==> src/design/line_frame_fragmenter_assert.svh <==
// Assertion macros used by the line frame fragmenter back end.
// Each macro expects clk_i and rst_ni to exist in the module that uses it.
`ifndef LINE_FRAME_FRAGMENTER_ASSERT_SVH
`define LINE_FRAME_FRAGMENTER_ASSERT_SVH

`ifndef SYNTHESIS
`define LFF_ASSERT(name, prop, msg) \
  name: assert property (@(posedge clk_i) disable iff (!rst_ni) (prop)) else $error(msg);
`define LFF_ASSERT_NEXT(name, pre, post, msg) \
  name: assert property (@(posedge clk_i) disable iff (!rst_ni) (pre) |=> (post)) else $error(msg);
`else
`define LFF_ASSERT(name, prop, msg)
`define LFF_ASSERT_NEXT(name, pre, post, msg)
`endif

`endif

==> src/design/lff_pkg.sv <==
`default_nettype none

package lff_pkg;

  localparam logic [7:0] DELIM_BYTE = 8'h0A;
  localparam logic [7:0] FLAG_START = 8'h01;
  localparam logic [7:0] FLAG_MORE  = 8'h02;
  localparam logic [7:0] FLAG_END   = 8'h04;

  // Output slots of one job, in emission order.
  localparam int NUM_SLOTS      = 8;
  localparam int SLOT_BYTE_SEQ  = 0;
  localparam int SLOT_BYTE_FLG  = 1;
  localparam int SLOT_BYTE_LEN  = 2;
  localparam int SLOT_BYTE      = 3;
  localparam int SLOT_DELIM_SEQ = 4;
  localparam int SLOT_DELIM_FLG = 5;
  localparam int SLOT_DELIM_LEN = 6;
  localparam int SLOT_DELIM     = 7;

  typedef struct packed {
    logic [7:0]  data_byte;
    logic [15:0] line_length;
    logic        byte_present;
  } in_item_t;

  typedef struct packed {
    logic [7:0] out_byte;
    logic       frame_start;
    logic       frame_end;
    logic       last_of_run;
  } out_item_t;

  typedef struct packed {
    logic [7:0]           data_byte;
    logic [7:0]           byte_flags;
    logic [7:0]           byte_len;
    logic                 byte_end;
    logic [7:0]           delim_flags;
    logic [NUM_SLOTS-1:0] mask;
  } job_t;

endpackage

`default_nettype wire

==> src/design/line_frame_fragmenter.sv <==
`default_nettype none

// Line frame fragmenter. Each input transaction carries one byte of a text
// line with the line's total length; the block turns the first
// min(length, LINE_CAPACITY-1) bytes plus a newline delimiter into radio
// frames of at most MTU_BYTES payload bytes, each led by a sequence byte, a
// flags byte (bit 0 start, bit 1 more, bit 2 end) and a length byte. A
// transaction with byte_present low, or a zero length, sends a frame that
// holds only the delimiter. While enable is low, input transactions are
// accepted and dropped without any output. An input transaction produces
// zero to eight output transactions; the output side moves one byte per
// cycle while the receiver is ready. Each header adds three bytes and the
// delimiter one more, so the output falls behind whenever these fall due.
// The output byte emitter is the limiting unit. A four-entry job queue
// between the input classifier and the emitter absorbs header bursts, so
// inputs keep flowing while the output side is stalled until the queue
// fills. Jobs pass through the job queue; output bytes are registered.

module line_frame_fragmenter #(
  parameter int MTU_BYTES     = 29,
  parameter int LINE_CAPACITY = 64
) (
  input  wire logic               clk_i,
  input  wire logic               rst_ni,
  input  wire logic               cfg_we_i,
  input  wire logic               cfg_wdata_i,
  input  wire logic               in_valid_i,
  output logic                    in_ready_o,
  input  wire lff_pkg::in_item_t  in_data_i,
  output logic                    out_valid_o,
  input  wire logic               out_ready_i,
  output lff_pkg::out_item_t      out_data_o
);
  import lff_pkg::*;

  // Depth of the job queue between the classifier and the emitter.
  localparam int QUEUE_DEPTH = 4;

  logic job_push, queue_full, head_valid, head_pop;
  job_t job_new, job_head;

  // The front end tracks the position within the line and within the
  // current chunk, and turns each transaction into a job: which header,
  // payload and delimiter slots to send, and their contents.
  lff_front #(
    .MTU_BYTES    (MTU_BYTES),
    .LINE_CAPACITY(LINE_CAPACITY)
  ) u_front (
    .clk_i       (clk_i),
    .rst_ni      (rst_ni),
    .cfg_we_i    (cfg_we_i),
    .cfg_wdata_i (cfg_wdata_i),
    .in_valid_i  (in_valid_i),
    .in_ready_o  (in_ready_o),
    .in_data_i   (in_data_i),
    .job_valid_o (job_push),
    .job_o       (job_new),
    .job_ready_i (!queue_full)
  );

  // Jobs wait here so that output backpressure does not stall the input
  // until the queue is full.
  lff_fifo #(
    .DEPTH(QUEUE_DEPTH)
  ) u_queue (
    .clk_i       (clk_i),
    .rst_ni      (rst_ni),
    .push_i      (job_push),
    .push_data_i (job_new),
    .full_o      (queue_full),
    .valid_o     (head_valid),
    .head_o      (job_head),
    .pop_i       (head_pop)
  );

  // The back end walks the head job's slots one byte per cycle while the
  // receiver is ready; it owns the frame sequence counter: headers go in order.
  lff_back u_back (
    .clk_i       (clk_i),
    .rst_ni      (rst_ni),
    .job_valid_i (head_valid),
    .job_i       (job_head),
    .job_pop_o   (head_pop),
    .out_valid_o (out_valid_o),
    .out_ready_i (out_ready_i),
    .out_data_o  (out_data_o)
  );

endmodule

`default_nettype wire

==> src/design/lff_front.sv <==
`default_nettype none

module lff_front #(
  parameter int MTU_BYTES     = 29,
  parameter int LINE_CAPACITY = 64
) (
  input  wire logic            clk_i,
  input  wire logic            rst_ni,
  input  wire logic            cfg_we_i,
  input  wire logic            cfg_wdata_i,
  input  wire logic            in_valid_i,
  output logic                 in_ready_o,
  input  wire lff_pkg::in_item_t in_data_i,
  output logic                 job_valid_o,
  output lff_pkg::job_t        job_o,
  input  wire logic            job_ready_i
);
  import lff_pkg::*;

  localparam int NW = $clog2(LINE_CAPACITY);
  localparam int CW = $clog2(MTU_BYTES + 1);

  logic          enable_q;
  logic [15:0]   pos_q, pos_d;
  logic [CW-1:0] chunk_q, chunk_d;

  logic [NW-1:0] kept;
  logic          is_empty, has_byte, at_last, has_delim;
  logic [15:0]   remain;
  logic          more, chunk_last, byte_hdr, delim_hdr, accept, line_done;

  assign in_ready_o = job_ready_i;
  assign accept     = in_valid_i && in_ready_o && enable_q;

  always_comb begin
    if (in_data_i.line_length < 16'(LINE_CAPACITY - 1)) begin
      kept = in_data_i.line_length[NW-1:0];
    end else begin
      kept = NW'(LINE_CAPACITY - 1);
    end
  end

  assign is_empty   = !in_data_i.byte_present || (kept == '0);
  assign has_byte   = !is_empty && (pos_q < 16'(kept));
  assign at_last    = !is_empty && (pos_q == 16'(kept) - 16'd1);
  assign has_delim  = is_empty || at_last;
  // Bytes left in the payload from this position on, delimiter included.
  assign remain     = 16'(kept) + 16'd1 - pos_q;
  assign more       = remain > 16'(MTU_BYTES);
  assign chunk_last = chunk_q == CW'(MTU_BYTES - 1);
  assign byte_hdr   = chunk_q == '0;
  assign delim_hdr  = is_empty || chunk_last;
  assign line_done  = ({1'b0, pos_q} + 17'd1) >= {1'b0, in_data_i.line_length};

  always_comb begin
    job_o.data_byte   = in_data_i.data_byte;
    job_o.byte_flags  = ((pos_q == '0) ? FLAG_START : 8'h00) | (more ? FLAG_MORE : FLAG_END);
    job_o.byte_len    = more ? 8'(MTU_BYTES) : remain[7:0];
    job_o.byte_end    = chunk_last;
    job_o.delim_flags = is_empty ? (FLAG_START | FLAG_END) : FLAG_END;
    job_o.mask        = {has_delim, {3{has_delim && delim_hdr}},
                         has_byte, {3{has_byte && byte_hdr}}};
  end

  assign job_valid_o = accept && (has_byte || has_delim);

  always_comb begin
    pos_d   = pos_q;
    chunk_d = chunk_q;
    if (accept) begin
      if (is_empty || line_done) begin
        pos_d   = '0;
        chunk_d = '0;
      end else begin
        pos_d   = pos_q + 16'd1;
        chunk_d = chunk_last ? '0 : chunk_q + CW'(1);
      end
    end
  end

  always_ff @(posedge clk_i or negedge rst_ni) begin
    if (!rst_ni) begin
      enable_q <= 1'b0;
      pos_q    <= '0;
      chunk_q  <= '0;
    end else begin
      if (cfg_we_i) begin
        enable_q <= cfg_wdata_i;
      end
      pos_q   <= pos_d;
      chunk_q <= chunk_d;
    end
  end

endmodule

`default_nettype wire

==> src/design/lff_fifo.sv <==
`default_nettype none

module lff_fifo #(
  parameter int DEPTH = 4
) (
  input  wire logic          clk_i,
  input  wire logic          rst_ni,
  input  wire logic          push_i,
  input  wire lff_pkg::job_t push_data_i,
  output logic               full_o,
  output logic               valid_o,
  output lff_pkg::job_t      head_o,
  input  wire logic          pop_i
);
  import lff_pkg::*;

  localparam int PW = $clog2(DEPTH);
  localparam int NC = $clog2(DEPTH + 1);

  job_t          entry_q [DEPTH];
  logic [PW-1:0] wr_q, rd_q;
  logic [NC-1:0] count_q;
  logic          do_push, do_pop;

  assign full_o  = count_q == NC'(DEPTH);
  assign valid_o = count_q != '0;
  assign head_o  = entry_q[rd_q];
  assign do_push = push_i && !full_o;
  assign do_pop  = pop_i && valid_o;

  always_ff @(posedge clk_i) begin
    if (do_push) begin
      entry_q[wr_q] <= push_data_i;
    end
  end

  always_ff @(posedge clk_i or negedge rst_ni) begin
    if (!rst_ni) begin
      wr_q    <= '0;
      rd_q    <= '0;
      count_q <= '0;
    end else begin
      if (do_push) begin
        wr_q <= (wr_q == PW'(DEPTH - 1)) ? '0 : wr_q + PW'(1);
      end
      if (do_pop) begin
        rd_q <= (rd_q == PW'(DEPTH - 1)) ? '0 : rd_q + PW'(1);
      end
      if (do_push && !do_pop) begin
        count_q <= count_q + NC'(1);
      end else if (do_pop && !do_push) begin
        count_q <= count_q - NC'(1);
      end
    end
  end

endmodule

`default_nettype wire

==> src/design/lff_back.sv <==
`default_nettype none

`include "line_frame_fragmenter_assert.svh"

module lff_back (
  input  wire logic          clk_i,
  input  wire logic          rst_ni,
  input  wire logic          job_valid_i,
  input  wire lff_pkg::job_t job_i,
  output logic               job_pop_o,
  output logic               out_valid_o,
  input  wire logic          out_ready_i,
  output lff_pkg::out_item_t out_data_o
);
  import lff_pkg::*;

  logic [NUM_SLOTS-1:0] done_q, done_d, pending, pick;
  logic [7:0]           seq_q, seq_d;
  logic                 out_valid_q, load, emit, last;
  out_item_t            out_q, out_d;

  assign pending = job_i.mask & ~done_q;
  assign pick    = pending & (~pending + NUM_SLOTS'(1));
  assign last    = (pending & ~pick) == '0;
  assign load    = !out_valid_q || out_ready_i;
  assign emit    = load && job_valid_i;
  assign job_pop_o = emit && last;

  always_comb begin
    out_d             = '0;
    out_d.last_of_run = last;
    seq_d             = seq_q;
    if (pick[SLOT_BYTE_SEQ] || pick[SLOT_DELIM_SEQ]) begin
      out_d.out_byte    = seq_q;
      out_d.frame_start = 1'b1;
      seq_d             = seq_q + 8'd1;
    end else if (pick[SLOT_BYTE_FLG]) begin
      out_d.out_byte = job_i.byte_flags;
    end else if (pick[SLOT_BYTE_LEN]) begin
      out_d.out_byte = job_i.byte_len;
    end else if (pick[SLOT_BYTE]) begin
      out_d.out_byte  = job_i.data_byte;
      out_d.frame_end = job_i.byte_end;
    end else if (pick[SLOT_DELIM_FLG]) begin
      out_d.out_byte = job_i.delim_flags;
    end else if (pick[SLOT_DELIM_LEN]) begin
      out_d.out_byte = 8'd1;
    end else begin
      out_d.out_byte  = DELIM_BYTE;
      out_d.frame_end = 1'b1;
    end
    done_d = last ? '0 : (done_q | pick);
  end

  always_ff @(posedge clk_i) begin
    if (emit) begin
      out_q <= out_d;
    end
  end

  always_ff @(posedge clk_i or negedge rst_ni) begin
    if (!rst_ni) begin
      out_valid_q <= 1'b0;
      done_q      <= '0;
      seq_q       <= '0;
    end else begin
      if (load) begin
        out_valid_q <= job_valid_i;
      end
      if (emit) begin
        done_q <= done_d;
        seq_q  <= seq_d;
      end
    end
  end

  assign out_valid_o = out_valid_q;
  assign out_data_o  = out_q;

  `LFF_ASSERT(a_pick_onehot, $onehot0(pick), "more than one slot selected")
  `LFF_ASSERT(a_no_empty_job, !job_valid_i || (pending != '0), "queued job has no slot left")
  `LFF_ASSERT_NEXT(a_done_clears, job_pop_o, done_q == '0, "slot progress not cleared on pop")

endmodule

`default_nettype wire

==> config.mk <==
export PLATFORM = sky130hd
export DESIGN_NAME = line_frame_fragmenter
export DESIGN_NICKNAME = d
export VERILOG_FILES = /design/src/design/lff_pkg.sv /design/src/design/line_frame_fragmenter.sv /design/src/design/lff_front.sv /design/src/design/lff_fifo.sv /design/src/design/lff_back.sv
export VERILOG_INCLUDE_DIRS = /design/src /design/src/design
export SDC_FILE = /design/constraint.sdc
export NUM_CORES = 1
export LEC_CHECK = 0
export ABC_AREA = 1
export BUFFER_PORTS_ARGS = -buffer_cell sky130_fd_sc_hd__buf_2
export CORE_MARGIN = 2
export CORE_UTILIZATION = 32
export DETAILED_ROUTE_END_ITERATION = 12
export PLACE_DENSITY_LB_ADDON = 0.25
export SLEW_MARGIN = 20
export SYNTH_ARGS = -nofsm -noshare
export SYNTH_HDL_FRONTEND = slang
export SYNTH_SLANG_ARGS = --single-unit
==> constraint.sdc <==
create_clock -name clk_i -period 3.4 [get_ports clk_i]
set_clock_uncertainty 0.05 [all_clocks]
set_input_delay 0.51 -clock clk_i [delete_from_list [all_inputs] [get_ports clk_i]]
set_output_delay 0.51 -clock clk_i [all_outputs]
set_load 0.02 [all_outputs]
==> results.cfg, run 1 <==
[critical_path]
ff2ff_setup_slack_ps = 220
crit_buf_inv = 4
path_depth = 23
path_max_fanout = 5
path_delay_family = simple AND/OR/NAND/NOR gates
timing.critical_path.cells = buf_8, nor2_4, nand3_2, nor2_4, nand2_2, nor2_4, inv_2, ha_4, nand2_4, nor2_4, or2_4, nand2_2, inv_2, ha_4, a21oi_2, o21a_1, nand2_2, nand4_1, xor2_1, o211ai_1, nor2_2, buf_6, nand3_4
crit_type = primary input to register
slowest_delay_ps = 290
r2r-start = u_front.pos_q[1]
end_kind = register
endpoint = u_queue.entry_q[2][12]
crit_top_cell = nor2_4
r2r_cells = 18
cp_slowest_cell = ha_4
startpoint_type = primary input
cp-startpoint = in_data_i[12]
arrival_ps = 3450
required_ps = 3520
r2r-end = u_front.pos_q[1]

[flow_run]
maxCapViolCount = 0

[pwr]
finalPower_w = 0.00801
power.leakage_nw = 4.60
ir_drop_mv = 0.402
power_density_mw_per_mm2 = 746

[yosys]
ys.flop_type = edfxtp_1
yosys-top-cells-count = 178 x nand2_1, 111 x edfxtp_1, 99 x inv_1, 99 x nor2_1, 50 x nand3_1
synthTopCellsByArea = edfxtp_1 39%, dfrtp_1 13%, nand2_1 7.8%
yosys_warnings = 0
synth_top_cell_area_share_pct = 38.9
netlist_area_mm2 = 0.00858
ys_types = 52
yosys.cell_count.top_type = nand2_1
async_flop_share_pct = 29.3
synth_seq_cells = 157
synth_edf_count = 111
postSynthAreaPerCell_um2 = 9.38
synthCells = 915
synth_area_leader_cell = edfxtp_1
synth-seq-area-share_pct = 52.3

[cells_and_area]
area_growth_pct = 25.3
instances_no_fill = 1399
final_cell_area_mm2 = 0.0107
fillerInstances = 2599
drive_above_1_share_pct = 26.4
n_antenna_cell = 0
nets = 1122

[floorplanning]
initial_utilization_pct = 32.7
die_w_um = 168
coreArea_mm2 = 0.0262
ios = 44
rows = 59
fp.dieArea_mm2 = 0.0281
die_y_um = 168

[timing]
hold_viol = 0
max_freq_ghz = 0.300
final-max-slew-violation-count = 0
setup_viol = 0
post-route-min-period_ps = 3330
relSlewSlack_pct = 34.2
rsz0062_at_grt = true
timing.final.ws_setup_ps = 70.2
period_share_pct = 97.9
hold_ws_ps = 181
worst_slew_pin_slew_ps = 987

[routing]
firstDrtPassIters = 5
route.detailed.drc = 0
drt_iter0_drc = 430
ant_nets = 0
routed_via_density = 4.74
avgRoutedWirePerCell_um = 14.6
wl_mm = 20.4
vias = 6632

[global_route]
overflow = 0
grt.total_usage_pct = 15.0
grt_pass1_wl_mm = 33.3
grt_max_degree = 41
grt_pass1_vias = 6411
antenna_found_initial = 0

[clock_tree]
path_clk_slew_ps = 70
cts_tree = done
cts_hold_buf = 0
clockRootBuffer = clkbuf_16
clock_latency_ps = 430
cts_sinks = 157
htree_levels = 4
clockBufferDepth = 2
cts_made_buffers = 17

[min_path]
min_path_type = primary input to async pin

[placed_design]
hpwl_mm = 14.8
dpl_cell_area_mm2 = 0.00990
port-buffer-count = 43
post-place-ws_ps = -476
gp_congestion = 0.854
place_inst = 1360

[run_status]
outcome = finished clean
-- metal layers --
metal	routed length, um	track usage (%)
met3	506	2.48
met4	285	4.54
met5	0	0
met1	9710	19.7
met2	9940	25.6
-- registers in the layout, summed over array words and instances, names as in the netlist --
register and count:
u_back.done_q 8, u_back.out_data_o 11, u_back.out_valid_o 1, u_back.seq_q 8
u_front.chunk_q 5, u_front.enable_q 1, u_front.pos_q 16, u_queue.count_q 3
u_queue.entry_q 100, u_queue.rd_q 2, u_queue.wr_q 2
-- power by group --
group	leakage [nW]	internal, W	switching, W
registers	1.60	0.00258	0.000191
logic	2.72	0.00119	0.00216
clock network	0.284	0.000989	0.000897
-- logic make-up after synthesis --
logic type	share of synthesized area, %
fa+ha+maj	6.01
flops	52.3
compound gates	10.6
buf+inv	6.59
mux	0.263
simple gates	20.7
xor+xnor	3.47
other cells	0.0437
-- per-stage QoR --
step	TNS (ps)	utilization, %
after floorplan	-15460	-
after global routing	-1520	41.0
final	0	41.0
after detailed placement	-12230	37.8
after CTS	0	40.1
after global placement	-10080	37.8
-- cells in the final DEF, fill, tap and decap left out, types with 8 or more instances in the layout --
cell | synthesis | layout
nor2_4 | 3 | 11
xor2_1 | 27 | 25
o21ai_2 | 9 | 10
conb_1 | 1 | 12
clkbuf_16 | 0 | 17
nand3_2 | 5 | 13
inv_2 | 14 | 18
inv_1 | 99 | 95
nor3_1 | 9 | 8
nor2_2 | 7 | 18
nand2_2 | 9 | 15
buf_2 | 3 | 41
nand3_1 | 50 | 39
a21oi_1 | 31 | 29
buf_4 | 2 | 80
o22ai_1 | 25 | 25
o21ai_0 | 48 | 43
edfxtp_1 | 111 | 111
dfrtp_1 | 46 | 45
ha_1 | 38 | 35
nor2_1 | 99 | 80
nand4_1 | 19 | 19
nand2_1 | 178 | 169
-- worst min-delay path by stage --
| stage | from | endpoint | slack (ps) | depth (start not counted) |
|---|---|---|---|---|
| final | rst_ni | u_back.seq_q[7] | 180 | 1 |
| after global routing | out_ready_i | u_back.out_valid_o | 200 | 2 |
| after CTS | out_ready_i | u_back.out_valid_o | 200 | 2 |
| after detailed placement | u_back.seq_q[5] | u_back.seq_q[5] | 420 | 1 |
| after global placement | u_back.seq_q[5] | u_back.seq_q[5] | 410 | 1 |
| after floorplan | rst_ni | u_back.done_q[0] | 160 | 0 |
-- final cells by class --
| class | count | area (um2) | area share [%] |
|---|---|---|---|
| repair buffers | 131 | 957 | 8.91 |
| clock inverters | 15 | 166 | 1.55 |
| flip-flops and latches | 157 | 4490 | 41.7 |
| clock buffers | 17 | 425 | 3.96 |
| well taps | 335 | 419 | 3.90 |
| multi-input cells | 630 | 3860 | 35.9 |
| inverters | 114 | 430 | 4.00 |
-- what timing repair did --
action / CTS / global route
pin swaps: 1 / 32
resized for setup: 1 / 53
setup endpoints to repair: 12 / 51
buffers inserted: 1 / 6
Note: power is estimated with default switching activity, not from simulation.
==> inputs of run 2 (changes only) <==
--- a/config.mk
+++ b/config.mk
@@ -6,9 +6,7 @@
 export SDC_FILE = /design/constraint.sdc
 export NUM_CORES = 1
 export LEC_CHECK = 0
-export ABC_AREA = 1
 export BUFFER_PORTS_ARGS = -buffer_cell sky130_fd_sc_hd__buf_2
-export CORE_MARGIN = 2
 export CORE_UTILIZATION = 32
 export DETAILED_ROUTE_END_ITERATION = 12
 export PLACE_DENSITY_LB_ADDON = 0.25
==> run 2 against run 1 <==
Maximum frequency is 0.37% lower. Global-route usage is 0.80 points higher. Register-to-register slack worse by 50 ps. Wire length is 2.6% lower. Design area is 0.64% lower. Cell count is 14% lower. Synthesized area is 1.1% lower. Setup slack worse by 12 ps. Power is 0.37% lower. Hold slack worse by 120 ps. Largest power group unchanged. Critical path type unchanged. Largest cell class unchanged. Combinational power hardly changed.
==> results.cfg, run 2 <==
[pwr]
ir_drop_mv = 0.367
p_comb_share_pct = 42.0
finalPower_w = 0.00799
p_clk_share_pct = 24.1
swShare_pct = 35.2
p_int_w = 0.00517
seqPwrFrac_pct = 33.9
power.leakage_nw = 4.23
power_density_mw_per_mm2 = 748
p_sw_w = 0.00281

[routing]
drt_iter0_drc = 390
wl_mm = 19.9
routed_via_density = 5.03
route.detailed.drc = 0
firstDrtPassIters = 5
vias = 6018
ant_nets = 0
avgRoutedWirePerCell_um = 16.6

[timing]
final-max-slew-violation-count = 0
hold_ws_ps = 63.4
rsz0062_at_grt = true
setup_tns_ps = 0
hold_viol = 0
post-route-min-period_ps = 3340
relSlewSlack_pct = 44.5
timing.final.ws_setup_ps = 57.8
setup_viol = 0
period_share_pct = 98.3
max_freq_ghz = 0.299
worst_slew_pin_slew_ps = 833

[clock_tree]
cts_tree = done
clock_latency_ps = 430
cts_made_buffers = 17
cts_sinks = 157
htree_levels = 4
clockBufferDepth = 2
path_clk_slew_ps = 60
clockRootBuffer = clkbuf_16
cts_hold_buf = 0

[critical_path]
cp_slowest_cell = nor4_4
required_ps = 3690
timing.critical_path.cells = buf_6, nor4_4, nand4_1, inv_2, ha_4, or3b_1, a22oi_1, o2111ai_1, o22ai_1, o211ai_2, a31oi_4, ha_2, inv_2, fa_2, xor2_1, nor2_1, xor2_1
crit_buf_inv = 3
r2r-end = u_front.chunk_q[4]
r2r_cells = 12
ff2ff_setup_slack_ps = 170
startpoint_type = primary input
slowest_delay_ps = 340
r2r-start = u_front.pos_q[1]
path_delay_family = simple AND/OR/NAND/NOR gates
end_kind = register
crit_type = primary input to register
path_max_fanout = 3
arrival_ps = 3630

[yosys]
postSynthAreaPerCell_um2 = 12.0
ys.flop_type = edfxtp_1
synth_seq_cells = 157
yosys_warnings = 0
async_flop_share_pct = 29.3
synthCells = 707
synth_edf_count = 111
synth-seq-area-share_pct = 52.8
yosys.cell_count.top_type = edfxtp_1
synthTopCellsByArea = edfxtp_1 39%, dfrtp_1 14%, mux4_2 6.6%
yosys-top-cells-count = 111 x edfxtp_1, 47 x nor2_1, 46 x dfrtp_1, 44 x inv_1, 39 x nand2_1
ys_types = 74
synth_area_leader_cell = edfxtp_1
netlist_area_mm2 = 0.00849
synth_top_cell_area_share_pct = 39.3

[cells_and_area]
nets = 920
final_cell_area_mm2 = 0.0107
max_flop_register = u_queue.entry_q
layout_common_cells = 111 x edfxtp_1, 95 x buf_4, 45 x dfrtp_1, 44 x nor2_1
largest_register_ffs = 100
final_common_cell = edfxtp_1
fillerInstances = 2498
drive_above_1_share_pct = 30.3
multi_input_area_mm2 = 0.00394
n_antenna_cell = 0
seq_area_mm2 = 0.00449
area_growth_pct = 25.8

[placed_design]
hpwl_mm = 14.9
port-buffer-count = 43
post-place-ws_ps = -463
dpl_cell_area_mm2 = 0.00990
gp_congestion = 0.824

[floorplanning]
initial_utilization_pct = 32.6
die_w_um = 165
fp.dieArea_mm2 = 0.0272
die_y_um = 165
rows = 59
ios = 44
coreArea_mm2 = 0.0261

[run_status]
outcome = finished clean

[global_route]
overflow = 0
grt_pass1_wl_mm = 32.6
met2_usage_pct = 26.0
antenna_found_initial = 0
grt_max_degree = 25
use_met3_pct = 2.71
grt.busiest_layer = met2
use_met1_pct = 21.3
grt_pass1_vias = 6039
grt.total_usage_pct = 15.8

[min_path]
min_path_type = primary input to async pin

[flow_run]
maxCapViolCount = 0
==> run 2: cell count changes after synthesis, sizes merged, moves of 16 or more <==
| cell | delta |
|---|---|
| and3 | +16 |
| o22ai | -18 |
| nand3 | -25 |
| xor2 | -19 |
| nor2 | -62 |
| mux4 | +25 |
| nand2 | -149 |
| o21ai | -33 |
| inv | -70 |
| xnor2 | +17 |
==> run 2: metal layers <==
metal  part of all wire (%)  routed length, um
met2                     48               9570
met1                     48               9580
met4                    1.1                215
met5                      0                  0
met3                    2.8                555
==> run 2: cell type report <==
cell class | instances | share of cell area [%]
clock buffer | 18 | 4.02
clock inverter | 14 | 1.56
inverter | 44 | 1.55
multi-input combinational | 484 | 36.9
sequential | 157 | 42.0
tap | 335 | 3.93
timing repair buffer | 145 | 10.0
==> run 2: power groups by stage <==
stage               Sequential (W)  Combinational [W]  Clock (W)
CTS                        0.00272            0.00329    0.00197
detailed placement         0.00276            0.00328          0
finish                     0.00271            0.00336    0.00192
global placement           0.00275            0.00325          0
floorplan                  0.00272            0.00220          0
global route               0.00276            0.00374    0.00205
==> run 2: logic make-up (layout without fill, tap and decap cells) <==
kind of cell             count (synthesis)  in the layout  share of synthesized area, %
adder cells (fa/ha/maj)                 42             42                          6.31
XOR/XNOR                                32             32                          3.30
flip-flops                             157            157                          52.8
other                                    1             12                        0.0442
buffers and inverters                   77            221                          3.57
AO/OA/AOI/OAI                          134            134                          11.2
AND/OR/NAND/NOR                        226            226                          14.3
multiplexers                            38             38                          8.40
==> run 2: what timing repair did <==
item,in CTS,in global routing
buffers inserted,1,10
setup endpoints to repair,8,49
endpoints found under the hold margin,0,0
pin swaps,3,26
resized for setup,2,25
==> run 2: worst max-delay path by stage <==
stage | startpoint | end | cells past startpoint
global route | in_data_i[12] | u_queue.entry_q[2][14] | 16
CTS | in_data_i[11] | u_queue.entry_q[2][13] | 16
detailed placement | in_data_i[12] | u_queue.entry_q[0][14] | 16
floorplan | in_data_i[12] | u_queue.count_q[2] | 16
global placement | in_data_i[12] | u_queue.entry_q[2][10] | 16
finish | in_data_i[12] | u_queue.count_q[2] | 17
==> run 2: stage by stage <==
step / std cells / util [%]
2_1_floorplan: 718 / -
3_5_place_dp: 1154 / 38.0
3_3_place_gp: 1154 / 38.0
6_report: 1197 / 41.0
5_1_grt: 1197 / 41.0
4_1_cts: 1187 / 40.3
